**src/rtl/scg_pkg.sv**
```systemverilog
`default_nettype none

package scg_pkg;

	// pixel and field widths
	localparam int PIXEL_W  = 8;
	localparam int GRAD_W   = 13;
	localparam int ROW_W    = 12;
	localparam int COL_W    = 10;
	localparam int IMG_W_W  = 11;
	localparam int IMG_H_W  = 12;
	localparam int CFG_W    = 12;
	localparam int CFG_IDX_W = 1;

	// default line length the line store is sized for
	localparam int MAX_WIDTH_DEF = 1024;

	// register indexes on the configuration port
	localparam logic [CFG_IDX_W-1:0] REG_IMAGE_WIDTH  = 1'b0;
	localparam logic [CFG_IDX_W-1:0] REG_IMAGE_HEIGHT = 1'b1;

	// register reset values
	localparam logic [IMG_W_W-1:0] IMAGE_WIDTH_RST  = 11'd640;
	localparam logic [IMG_H_W-1:0] IMAGE_HEIGHT_RST = 12'd480;

	// one result beat, before the run flag is attached
	typedef struct packed {
		logic [GRAD_W-1:0] grad_x;
		logic [GRAD_W-1:0] grad_y;
		logic [ROW_W-1:0]  row;
		logic [COL_W-1:0]  col;
		logic              done;
	} res_t;

	// raster position flags of one pixel, worked out when it is taken in
	typedef struct packed {
		logic             upper_valid; // row above exists, so a delayed-row result is due
		logic             has_above;   // two rows above exist
		logic             last_row;
		logic             height_one;
		logic             col_zero;
		logic             col_one;
		logic             col_end;
		logic [ROW_W-1:0] row;
		logic [COL_W-1:0] col;
	} ctl_t;

endpackage

`default_nettype wire

```
**src/rtl/scg_grad_calc.sv**
```systemverilog
`default_nettype none

module scg_grad_calc (
	input  wire                        clk,
	input  wire                        arst_n,
	input  wire                        adv,
	input  scg_pkg::ctl_t              ctl,
	input  wire [scg_pkg::PIXEL_W-1:0] pixel,
	input  wire [scg_pkg::PIXEL_W-1:0] older,
	input  wire [scg_pkg::PIXEL_W-1:0] newer,
	output scg_pkg::res_t [3:0]        res_list,
	output logic [2:0]                 res_cnt
);

	import scg_pkg::*;

	function automatic logic [GRAD_W-1:0] times3(input logic [GRAD_W-1:0] x);
		return x + {x[GRAD_W-2:0], 1'b0};
	endfunction

	function automatic logic [GRAD_W-1:0] times6(input logic [GRAD_W-1:0] x);
		return {x[GRAD_W-3:0], 2'b00} + {x[GRAD_W-2:0], 1'b0};
	endfunction

	function automatic logic [GRAD_W-1:0] times10(input logic [GRAD_W-1:0] x);
		return {x[GRAD_W-4:0], 3'b000} + {x[GRAD_W-2:0], 1'b0};
	endfunction

	function automatic logic [GRAD_W-1:0] sext9(input logic [8:0] x);
		return {{(GRAD_W-9){x[8]}}, x};
	endfunction

	// column windows: _old is two columns back, _new one column back
	logic [GRAD_W-1:0] sm0_old_q, sm0_new_q;
	logic [8:0]        df0_old_q, df0_new_q;
	logic [GRAD_W-1:0] sm1_old_q, sm1_new_q;

	logic [PIXEL_W-1:0] above, below_last;
	logic [GRAD_W-1:0]  sm0, sm1;
	logic [8:0]         df0;
	logic [GRAD_W-1:0]  sl0, sl1;
	logic [8:0]         dl0, d1e;
	res_t [3:0]         cand;
	logic [3:0]         cand_v;

	assign above      = ctl.has_above ? older : pixel;
	assign below_last = ctl.height_one ? pixel : newer;

	assign sm0 = times3(GRAD_W'(above) + GRAD_W'(pixel)) + times10(GRAD_W'(newer));
	assign df0 = 9'(pixel) - 9'(above);
	assign sm1 = times6(GRAD_W'(below_last)) + times10(GRAD_W'(pixel));

	// reflect at the left edge: column -1 reads column 1
	assign sl0 = ctl.col_one ? sm0 : sm0_old_q;
	assign dl0 = ctl.col_one ? df0 : df0_old_q;
	assign sl1 = ctl.col_one ? sm1 : sm1_old_q;
	// reflect at the right edge; a one-column row reads itself
	assign d1e = ctl.col_zero ? df0 : df0_new_q;

	always_comb begin
		cand[0].grad_x = sm0 - sl0;
		cand[0].grad_y = times3(sext9(dl0) + sext9(df0)) + times10(sext9(df0_new_q));
		cand[0].row    = ctl.row - ROW_W'(1);
		cand[0].col    = ctl.col - COL_W'(1);
		cand[0].done   = 1'b0;

		cand[1].grad_x = '0;
		cand[1].grad_y = times6(sext9(d1e)) + times10(sext9(df0));
		cand[1].row    = ctl.row - ROW_W'(1);
		cand[1].col    = ctl.col;
		cand[1].done   = 1'b0;

		// last row: diff is zero everywhere
		cand[2].grad_x = sm1 - sl1;
		cand[2].grad_y = '0;
		cand[2].row    = ctl.row;
		cand[2].col    = ctl.col - COL_W'(1);
		cand[2].done   = 1'b0;

		cand[3].grad_x = '0;
		cand[3].grad_y = '0;
		cand[3].row    = ctl.row;
		cand[3].col    = ctl.col;
		cand[3].done   = 1'b1;

		cand_v[0] = ctl.upper_valid && !ctl.col_zero;
		cand_v[1] = ctl.upper_valid && ctl.col_end;
		cand_v[2] = ctl.last_row && !ctl.col_zero;
		cand_v[3] = ctl.last_row && ctl.col_end;
	end

	// pack the due results to the front, in order
	always_comb begin
		res_list = '0;
		res_cnt  = '0;
		for (int i = 0; i < 4; i++) begin
			if (cand_v[i]) begin
				res_list[res_cnt[1:0]] = cand[i];
				res_cnt = res_cnt + 3'd1;
			end
		end
	end

	always_ff @(posedge clk or negedge arst_n) begin
		if (!arst_n) begin
			sm0_old_q <= '0;
			sm0_new_q <= '0;
			df0_old_q <= '0;
			df0_new_q <= '0;
			sm1_old_q <= '0;
			sm1_new_q <= '0;
		end else if (adv) begin
			if (ctl.upper_valid) begin
				sm0_old_q <= sm0_new_q;
				sm0_new_q <= sm0;
				df0_old_q <= df0_new_q;
				df0_new_q <= df0;
			end
			if (ctl.last_row) begin
				sm1_old_q <= sm1_new_q;
				sm1_new_q <= sm1;
			end
		end
	end

endmodule

`default_nettype wire

```
**config.mk**
```make
export PLATFORM = sky130hd
export DESIGN_NAME = scg_grad_calc
export DESIGN_NICKNAME = d
export VERILOG_FILES = /design/src/rtl/scg_pkg.sv /design/src/rtl/scg_grad_calc.sv
export SDC_FILE = /design/constraint.sdc
export NUM_CORES = 1
export LEC_CHECK = 0
export BUFFER_PORTS_ARGS = -buffer_cell sky130_fd_sc_hd__clkbuf_2
export CAP_MARGIN = 5
export CORE_ASPECT_RATIO = 0.75
export CORE_MARGIN = 8
export CORE_UTILIZATION = 50
export DETAILED_ROUTE_END_ITERATION = 10
export GPL_ROUTABILITY_DRIVEN = 0
export GPL_TIMING_DRIVEN = 0
export PLACE_DENSITY = 0.78
export SLEW_MARGIN = 20
export SYNTH_ARGS = -nofsm -noshare
export SYNTH_HDL_FRONTEND = slang
export SYNTH_SLANG_ARGS = --single-unit
```
**constraint.sdc**
```tcl
create_clock -name clk -period 6.5 [get_ports clk]
set_input_delay 0.325 -clock clk [delete_from_list [all_inputs] [get_ports clk]]
set_output_delay 0.325 -clock clk [all_outputs]
set_load 0.01 [all_outputs]
```
After elaboration in Yosys (flattened, before gate mapping)

Cells that the tools add are included.

Multiplexer cells: 23
Bitwise gates (word level): 0
Reductions and logical operators: 10
Multiply operators: 0
Equal/unequal tests: 0
Magnitude comparators: 6
Shift operators: 0
Divide/modulo/power cells: 0
Add/subtract/negate cells: 22

Operators by type and width:

| operator                                            | number |
|---|---|
| bitwise mux 196 bit                                 | 3 |
| 2-to-1 mux 196 bit                                  | 3 |
| demux 49 bit (select 2 bit)                         | 3 |
| 2-to-1 mux 49 bit                                   | 4 |
| adder 11 x 12 -> 13 bit                             | 2 |
| adder 12 x 10 -> 13 bit                             | 2 |
| adder 13 bit                                        | 2 |
| 2-to-1 mux 13 bit                                   | 2 |
| subtractor 13 bit                                   | 2 |
| adder 11 x 9 -> 12 bit                              | 2 |
| 2-to-1 mux 9 bit                                    | 2 |
| 2-to-1 mux 8 bit                                    | 2 |
| adder 10 x 11 -> 12 bit                             | 1 |
| adder 11 x 10 -> 12 bit                             | 1 |
| subtractor 12 x 1 -> 12 bit (second input constant) | 1 |
| adder 10 x 9 -> 11 bit                              | 1 |
| adder 9 x 10 -> 11 bit                              | 1 |
| adder 9 x 9 -> 10 bit                               | 1 |
| subtractor 10 x 1 -> 10 bit (second input constant) | 1 |
| adder 3 x 1 -> 3 bit (second input constant)        | 3 |
| adder 8 x 8 -> 9 bit                                | 1 |
| < comparator 2 x 3 -> 1 bit (second input constant) | 3 |
| 2-to-1 mux 3 bit                                    | 3 |
| subtractor 8 x 8 -> 9 bit                           | 1 |
| other kinds (5)                                     | 14 |

Bits in read-only memories: 0
Bits in writable memories: 0
Register bits: 70
Memories: 0
Bits in latches: 0
Output and inout port bits: 199

Logic depth before layout (Yosys ltp)

Gate-level depths: netlist of run 1.

Depth in word-level cells: 13
Depth in mapped cells: 32
Gate-level depth less buffers: 29

Worst setup path after synthesis of run 1

No wires, ideal clock.

Path type: input to output
Start: input ctl[27] in the netlist's numbering
End: output res_list[35] in the netlist's numbering
Arrival: 6.438 ns
Stages on the path: 30
Required time: 6.175 ns
Setup slack: -0.263 ns
Path through: clkbuf_1 -> nand2_1 -> o21ai_0 -> ha_1 -> inv_1 -> fa_1 -> a21o_1 -> a21oi_1 -> o21bai_1 -> a21oi_1 -> xnor2_1 -> mux2_2 -> ha_1 -> inv_1 -> nor3_1 -> a311o_1 -> a311o_1 -> buf_6 -> xnor2_2 -> a2111oi_2 -> nor4_1 -> a211oi_2 -> xor2_1 -> fa_1 -> ha_1 -> a21o_1 -> a311o_1 -> o211ai_1 -> xnor2_1 -> o21ai_1

RTL lines:

| item               | line                | text |
|---|---|---|
| start: declaration | scg_grad_calc.sv:7  | `input scg_pkg::ctl_t ctl,` |
| end: declaration   | scg_grad_calc.sv:11 | `output scg_pkg::res_t [3:0] res_list,` |

==> results of run 1 <==
-- timing repair --
action | 4_1_cts | 5_1_grt
setup buffers | 22 | 13
setup endpoints to repair | 10 | 9
pin swaps | 38 | 43
cloned | 0 | 0
resized for setup | 68 | 63
hold buffers | 1 | 0
endpoints found under the hold margin | 18 | 0
-- final timing paths --
kind	to	cells after the start
worst max-delay path	res_list[35]	32
worst min-delay path	sm1_new_q[9]	2
worst max register to register	df0_old_q[8]	2
worst min register to register	sm0_new_q[1]	2
max in group asynchronous	df0_old_q[3]	3
min in group clk	sm0_new_q[1]	2
-- routing by layer --
layer | vias to the layer above | track usage, % | routed length, µm
met5 | - | 0 | 0
li1 | 5262 | - | -
met2 | 491 | 41.1 | 16800
met1 | 5397 | 31.9 | 15400
met4 | 0 | 8.48 | 880
met3 | 64 | 4.94 | 2800
-- final cells by class --
class / count / area [µm²] / share of cell area (%)
Buffer: 88 / 494 / 3.56
Clock buffer: 10 / 239 / 1.72
Inverter: 131 / 497 / 3.57
Multi-Input combinational cell: 1126 / 9150 / 65.8
Tap cell: 294 / 368 / 2.65
Antenna cell: 1 / 2.50 / 0.0180
Timing Repair Buffer: 257 / 1450 / 10.4
Sequential cell: 66 / 1650 / 11.9
Clock inverter: 5 / 55.1 / 0.396
-- worst max-delay path: cells and delay by family --
family	cells	cell delay (ps)
mux	1	300
simple gates	5	800
buf+inv	6	770
compound gates	12	2530
xor+xnor	2	240
fa+ha+maj	6	1630
-- registers in the layout, summed over array words and instances (netlist names) --
name       flops
sm0_new_q     13
sm0_old_q     13
sm1_new_q     12
sm1_old_q     12
df0_new_q      8
df0_old_q      8
-- stage by stage --
stage | instances | cell area (µm²)
2_1_floorplan | 1412 | 11200
3_3_place_gp | 1926 | 12600
3_5_place_dp | 1927 | 12700
4_1_cts | 1965 | 13500
5_1_grt | 1977 | 13900
6_report | 1978 | 13900
-- Yosys cell counts (all sizes together), types with 11 or more instances --
cell / number
xnor2: 56
ha: 127
o31ai: 31
dfrtp: 66
nand2: 116
inv: 130
fa: 52
and2: 25
or3: 14
o21a: 17
clkbuf: 45
o21ai: 137
xor2: 33
a31oi: 12
nor3: 21
nand2b: 16
buf: 44
o21bai: 11
a21oi: 60
mux2i: 25
mux2: 59
a21o: 24
nor2b: 11
nor2: 158
-- cells by family (layout without fill, tap and decap cells) --
kind of cell               after synthesis  in the layout  synth area share (%)
and+or+nand+nor                        406            406                  17.2
AOI/OAI and AO/OA                      338            338                  19.4
buffers and inverters                  220            491                  8.83
adders and majority gates              179            179                  23.8
xor gates and xnor gates                89             89                  7.34
muxes                                   84             84                  8.29
DFF                                     66             66                  15.0
other                                    1             31                0.0340
==> reports/qor.yml, run 1 <==
die-area_um2: 27100
synthFlopType: "sky130_fd_sc_hd__dfrtp_1"
preCtsSetupSlack_ps: -1420
gr-usage-all-layers_pct: 24.7
worst_slack_ps: -447
max-slew-margin-rel_pct: 22.3
report.final.hold_viol_count: 0
routedWlPerCell_um: 18.1
grt_pass1_wl_um: 55100
placement.io_buffers: 220
layout.nets: 1914
critPathSlowestCell: "sky130_fd_sc_hd__fa_2"
synth.yosys.seq_area_share_pct: 15.0
cp_data_required_time_ps: 6170
grt_max_degree: 49
n_fill_cell: 1810
result_of_the_run: "finished, violations left"
fin_skew_ps: 3.31
post-synth-top-area-fraction_pct: 15.0
dr_total_vias: 11200
global_route.overflow_total: 0
critPathKind: "input pin to output pin"
maxSlewViolCount: 0
post_detailed_placement_half_perimeter_wirelength_um: 28000
critical_path.startpoint_type: "input pin"
mappedNetlistArea_um2: 11000
route.antenna.remaining_nets: 0
placementRows: 47
dieHeight_um: 145
delay_of_the_slowest_critical_path_stage_ps: 410
synthArstFlopShare_pct: 100
synth_largest_area_cell: "sky130_fd_sc_hd__dfrtp_1"
ctsLongestPathBuffers: 2
layout-area-overhead-vs-synth_pct: 26.0
drt_first_iter_violations: 827
finalWorstPathRequiredPeriod_ps: 6950
boundaryPins: 255
critPathArrivalTime_ps: 6620
cts-root-buf: "sky130_fd_sc_hd__clkbuf_16"
synth-edff-count: 0
ys_warn_count: 0
finalCoreUtilization_pct: 63.5
report.final.setup_viol: 5
end_kind: "output pin"
drt-total-wl_um: 35800
worst_r2r_startpoint: "df0_new_q[8]"
syn_area_per_cell_um2: 7.97
fmax_mhz: 144
synth_area_leaders: "sky130_fd_sc_hd__dfrtp_1 15%, sky130_fd_sc_hd__ha_1 14%, sky130_fd_sc_hd__fa_1 9.4%"
post_synth_inst_count: 1383
cts_tree: "built"
synth_cell_type_count: 87
fp.coreArea_um2: 21900
skew_pair_late_insertion_delay_ps: 340
drv.max_cap_violation_count: 0
fp.dieW_um: 187
route.detailed.vias_per_inst: 5.67
regToRegSetupSlack_ps: 5470
number_of_global_route_vias_before_repair: 10700
crit_path_start: "ctl[27]"
layout_commonest_cell: "sky130_fd_sc_hd__clkbuf_2"
least_margin_pin_slew_ps: 1160
post-route-drc-count: 0
clk_sink_count: 66
start_util_pct: 50.4
grt_antenna_before_repair: 0
layout_worst_path_cycle_share_pct: 107
rsz0062_at_grt: "true"
cts.reportedPaths.clkPinSlew_ps: 50
layout_common_cells: "213 x sky130_fd_sc_hd__clkbuf_2, 153 x sky130_fd_sc_hd__nor2_1, 125 x sky130_fd_sc_hd__inv_1, 125 x sky130_fd_sc_hd__o21ai_0, 114 x sky130_fd_sc_hd__ha_1"
drive_above_1_share_pct: 28.8
cts-buffers-inserted: 9
fin_setup_tns_ps: -1290
ctsHtreeMaxLevel: 3
holdCritPathClass: "input pin to async pin"
violations: "setup timing"
dr.pass1.iters: 5
ys_ff_latch: 66
crit_path_max_fanout: 6
timing.hold.ws_ps: 437
Power of run 1 is left out: the tool's default activity adds up to more than one toggle a clock period on the data nets, which glitch-free logic cannot reach.
==> inputs of run 2 (changes only) <==
--- a/config.mk
+++ b/config.mk
@@ -13,7 +13,7 @@
 export DETAILED_ROUTE_END_ITERATION = 10
 export GPL_ROUTABILITY_DRIVEN = 0
 export GPL_TIMING_DRIVEN = 0
-export PLACE_DENSITY = 0.78
+export PLACE_DENSITY = 0.75
 export SLEW_MARGIN = 20
 export SYNTH_ARGS = -nofsm -noshare
 export SYNTH_HDL_FRONTEND = slang
==> constraint.sdc (replaced) <==
create_clock -name clk -period 6.9 [get_ports clk]
set_input_delay 0.345 -clock clk [delete_from_list [all_inputs] [get_ports clk]]
set_output_delay 0.345 -clock clk [all_outputs]
set_load 0.01 [all_outputs]
==> run 2 against run 1 <==
Net effect:
- sequential share of layout area rose by 0.42 points
- setup slack improved by 470 ps
- the flow now finishes without violations
- critical path depth fell by 2
- utilization fell by 2.2 points
- clock skew rose by 4.5 ps
- first-iteration DRC count fell by 7.7%
==> reports/qor.yml, run 2 (synthesis results as in run 1) <==
result_of_the_run: "finished clean"
fp.coreArea_um2: 21900
drt_first_iter_violations: 763
delay_of_the_slowest_critical_path_stage_ps: 480
crit_path_max_fanout: 5
rsz0062_at_grt: "true"
post-route-drc-count: 0
ctsHtreeMaxLevel: 3
fmax_mhz: 145
cts-root-buf: "sky130_fd_sc_hd__clkbuf_16"
placementRows: 47
skew_pair_late_insertion_delay_ps: 340
layout_common_cells: "214 x sky130_fd_sc_hd__clkbuf_2, 156 x sky130_fd_sc_hd__nor2_1, 127 x sky130_fd_sc_hd__o21ai_0"
drv.max_cap_violation_count: 0
num_antenna_cells: 0
n_fill_cell: 1907
critical_path.startpoint_type: "input pin"
grt_max_degree: 54
finalWorstPathRequiredPeriod_ps: 6880
drt-total-wl_um: 34400
maxSlewViolCount: 0
die-area_um2: 27100
critPathKind: "input pin to output pin"
layout.nets: 1892
fp.dieW_um: 187
report.final.setup_viol: 0
ctsLongestPathBuffers: 2
regToRegSetupSlack_ps: 5840
cts-buffers-inserted: 9
start_util_pct: 50.4
holdCritPathClass: "input pin to async pin"
global_route.overflow_total: 0
report.final.hold_viol_count: 0
drive_above_1_share_pct: 25.8
path_common_cell: "sky130_fd_sc_hd__ha_4"
dr.pass1.iters: 5
grt_antenna_before_repair: 0
finalCoreUtilization_pct: 61.4
number_of_global_route_vias_before_repair: 10100
grt_pass1_wl_um: 53600
cp_data_required_time_ps: 6550
largest_registers: "sm0_new_q x13, sm0_old_q x13"
least_margin_pin_slew_ps: 1090
route.detailed.vias_per_inst: 5.55
boundaryPins: 255
clk_sink_count: 66
post_detailed_placement_half_perimeter_wirelength_um: 28300
end_kind: "output pin"
cts.reportedPaths.clkPinSlew_ps: 60
max-slew-margin-rel_pct: 26.6
layout-area-overhead-vs-synth_pct: 21.7
placement.io_buffers: 220
layout_commonest_cell: "sky130_fd_sc_hd__clkbuf_2"
critPathSlowestCell: "sky130_fd_sc_hd__fa_1"
dieHeight_um: 145
route.antenna.remaining_nets: 0
layout_worst_path_cycle_share_pct: 99.7
fin_skew_ps: 7.80
dr_total_vias: 10900
gr-usage-all-layers_pct: 24.1
critPathArrivalTime_ps: 6530
routedWlPerCell_um: 17.6
cts_tree: "built"
[run 2: final timing paths]
path,start,cells past startpoint,endpoint
setup / recovery,pixel[0],30,res_list[35]
hold reg to reg,sm1_new_q[5],2,sm1_new_q[5]
max in group asynchronous,arst_n,3,sm0_old_q[11]
hold / removal,arst_n,2,sm1_old_q[8]
min in group clk,sm1_new_q[5],2,sm1_new_q[5]
setup reg to reg,df0_new_q[8],2,df0_old_q[8]
[run 2: stage by stage]
step / hold slack, ps / cells / worst slack (ps) / setup TNS (ps) / cell area [µm²]
finish: 424 / 1956 / 22.7 / 0 / 13400
global route: 451 / 1956 / -248 / -373 / 13400
CTS: 433 / 1951 / 1.86 / 0 / 13200
detailed placement: 243 / 1927 / -1290 / -5670 / 12600
global placement: 459 / 1926 / -1130 / -4560 / 12600
floorplan: 49.4 / 1412 / 97.3 / 0 / 11100
[run 2: critical path, delay by kind of cell]
kind            cells  cell delay, ps
compound gates     13            2810
fa+ha+maj           5            1580
xor+xnor            4             640
buf+inv             5             570
simple gates        2             290
mux                 1             290
[run 2: cell type report]
type	count	area [µm²]	area share, %
multi-input cells	1126	8880	66.2
clock buffers	12	256	1.91
inverters	131	502	3.74
plain buffers	88	484	3.61
flip-flops and latches	66	1650	12.3
repair buffers	235	1250	9.34
clock inverters	4	26.3	0.196
well taps	294	368	2.74
[run 2: repair_timing]
item | in CTS | in global routing
hold endpoints to repair | 13 | 0
hold buffers | 1 | 0
buffers inserted | 8 | 5
pin swaps | 13 | 33
gates resized for setup | 43 | 44
setup endpoints to repair | 7 | 7
[run 2: metal layers]
| layer | GRT usage [%] | routed length (µm) |
|---|---|---|
| met1 | 31.9 | 15400 |
| met3 | 4.48 | 2550 |
| met5 | 0 | 0 |
| met2 | 40.4 | 15800 |
| met4 | 5.96 | 683 |
Power of run 2 is left out for the same reason.
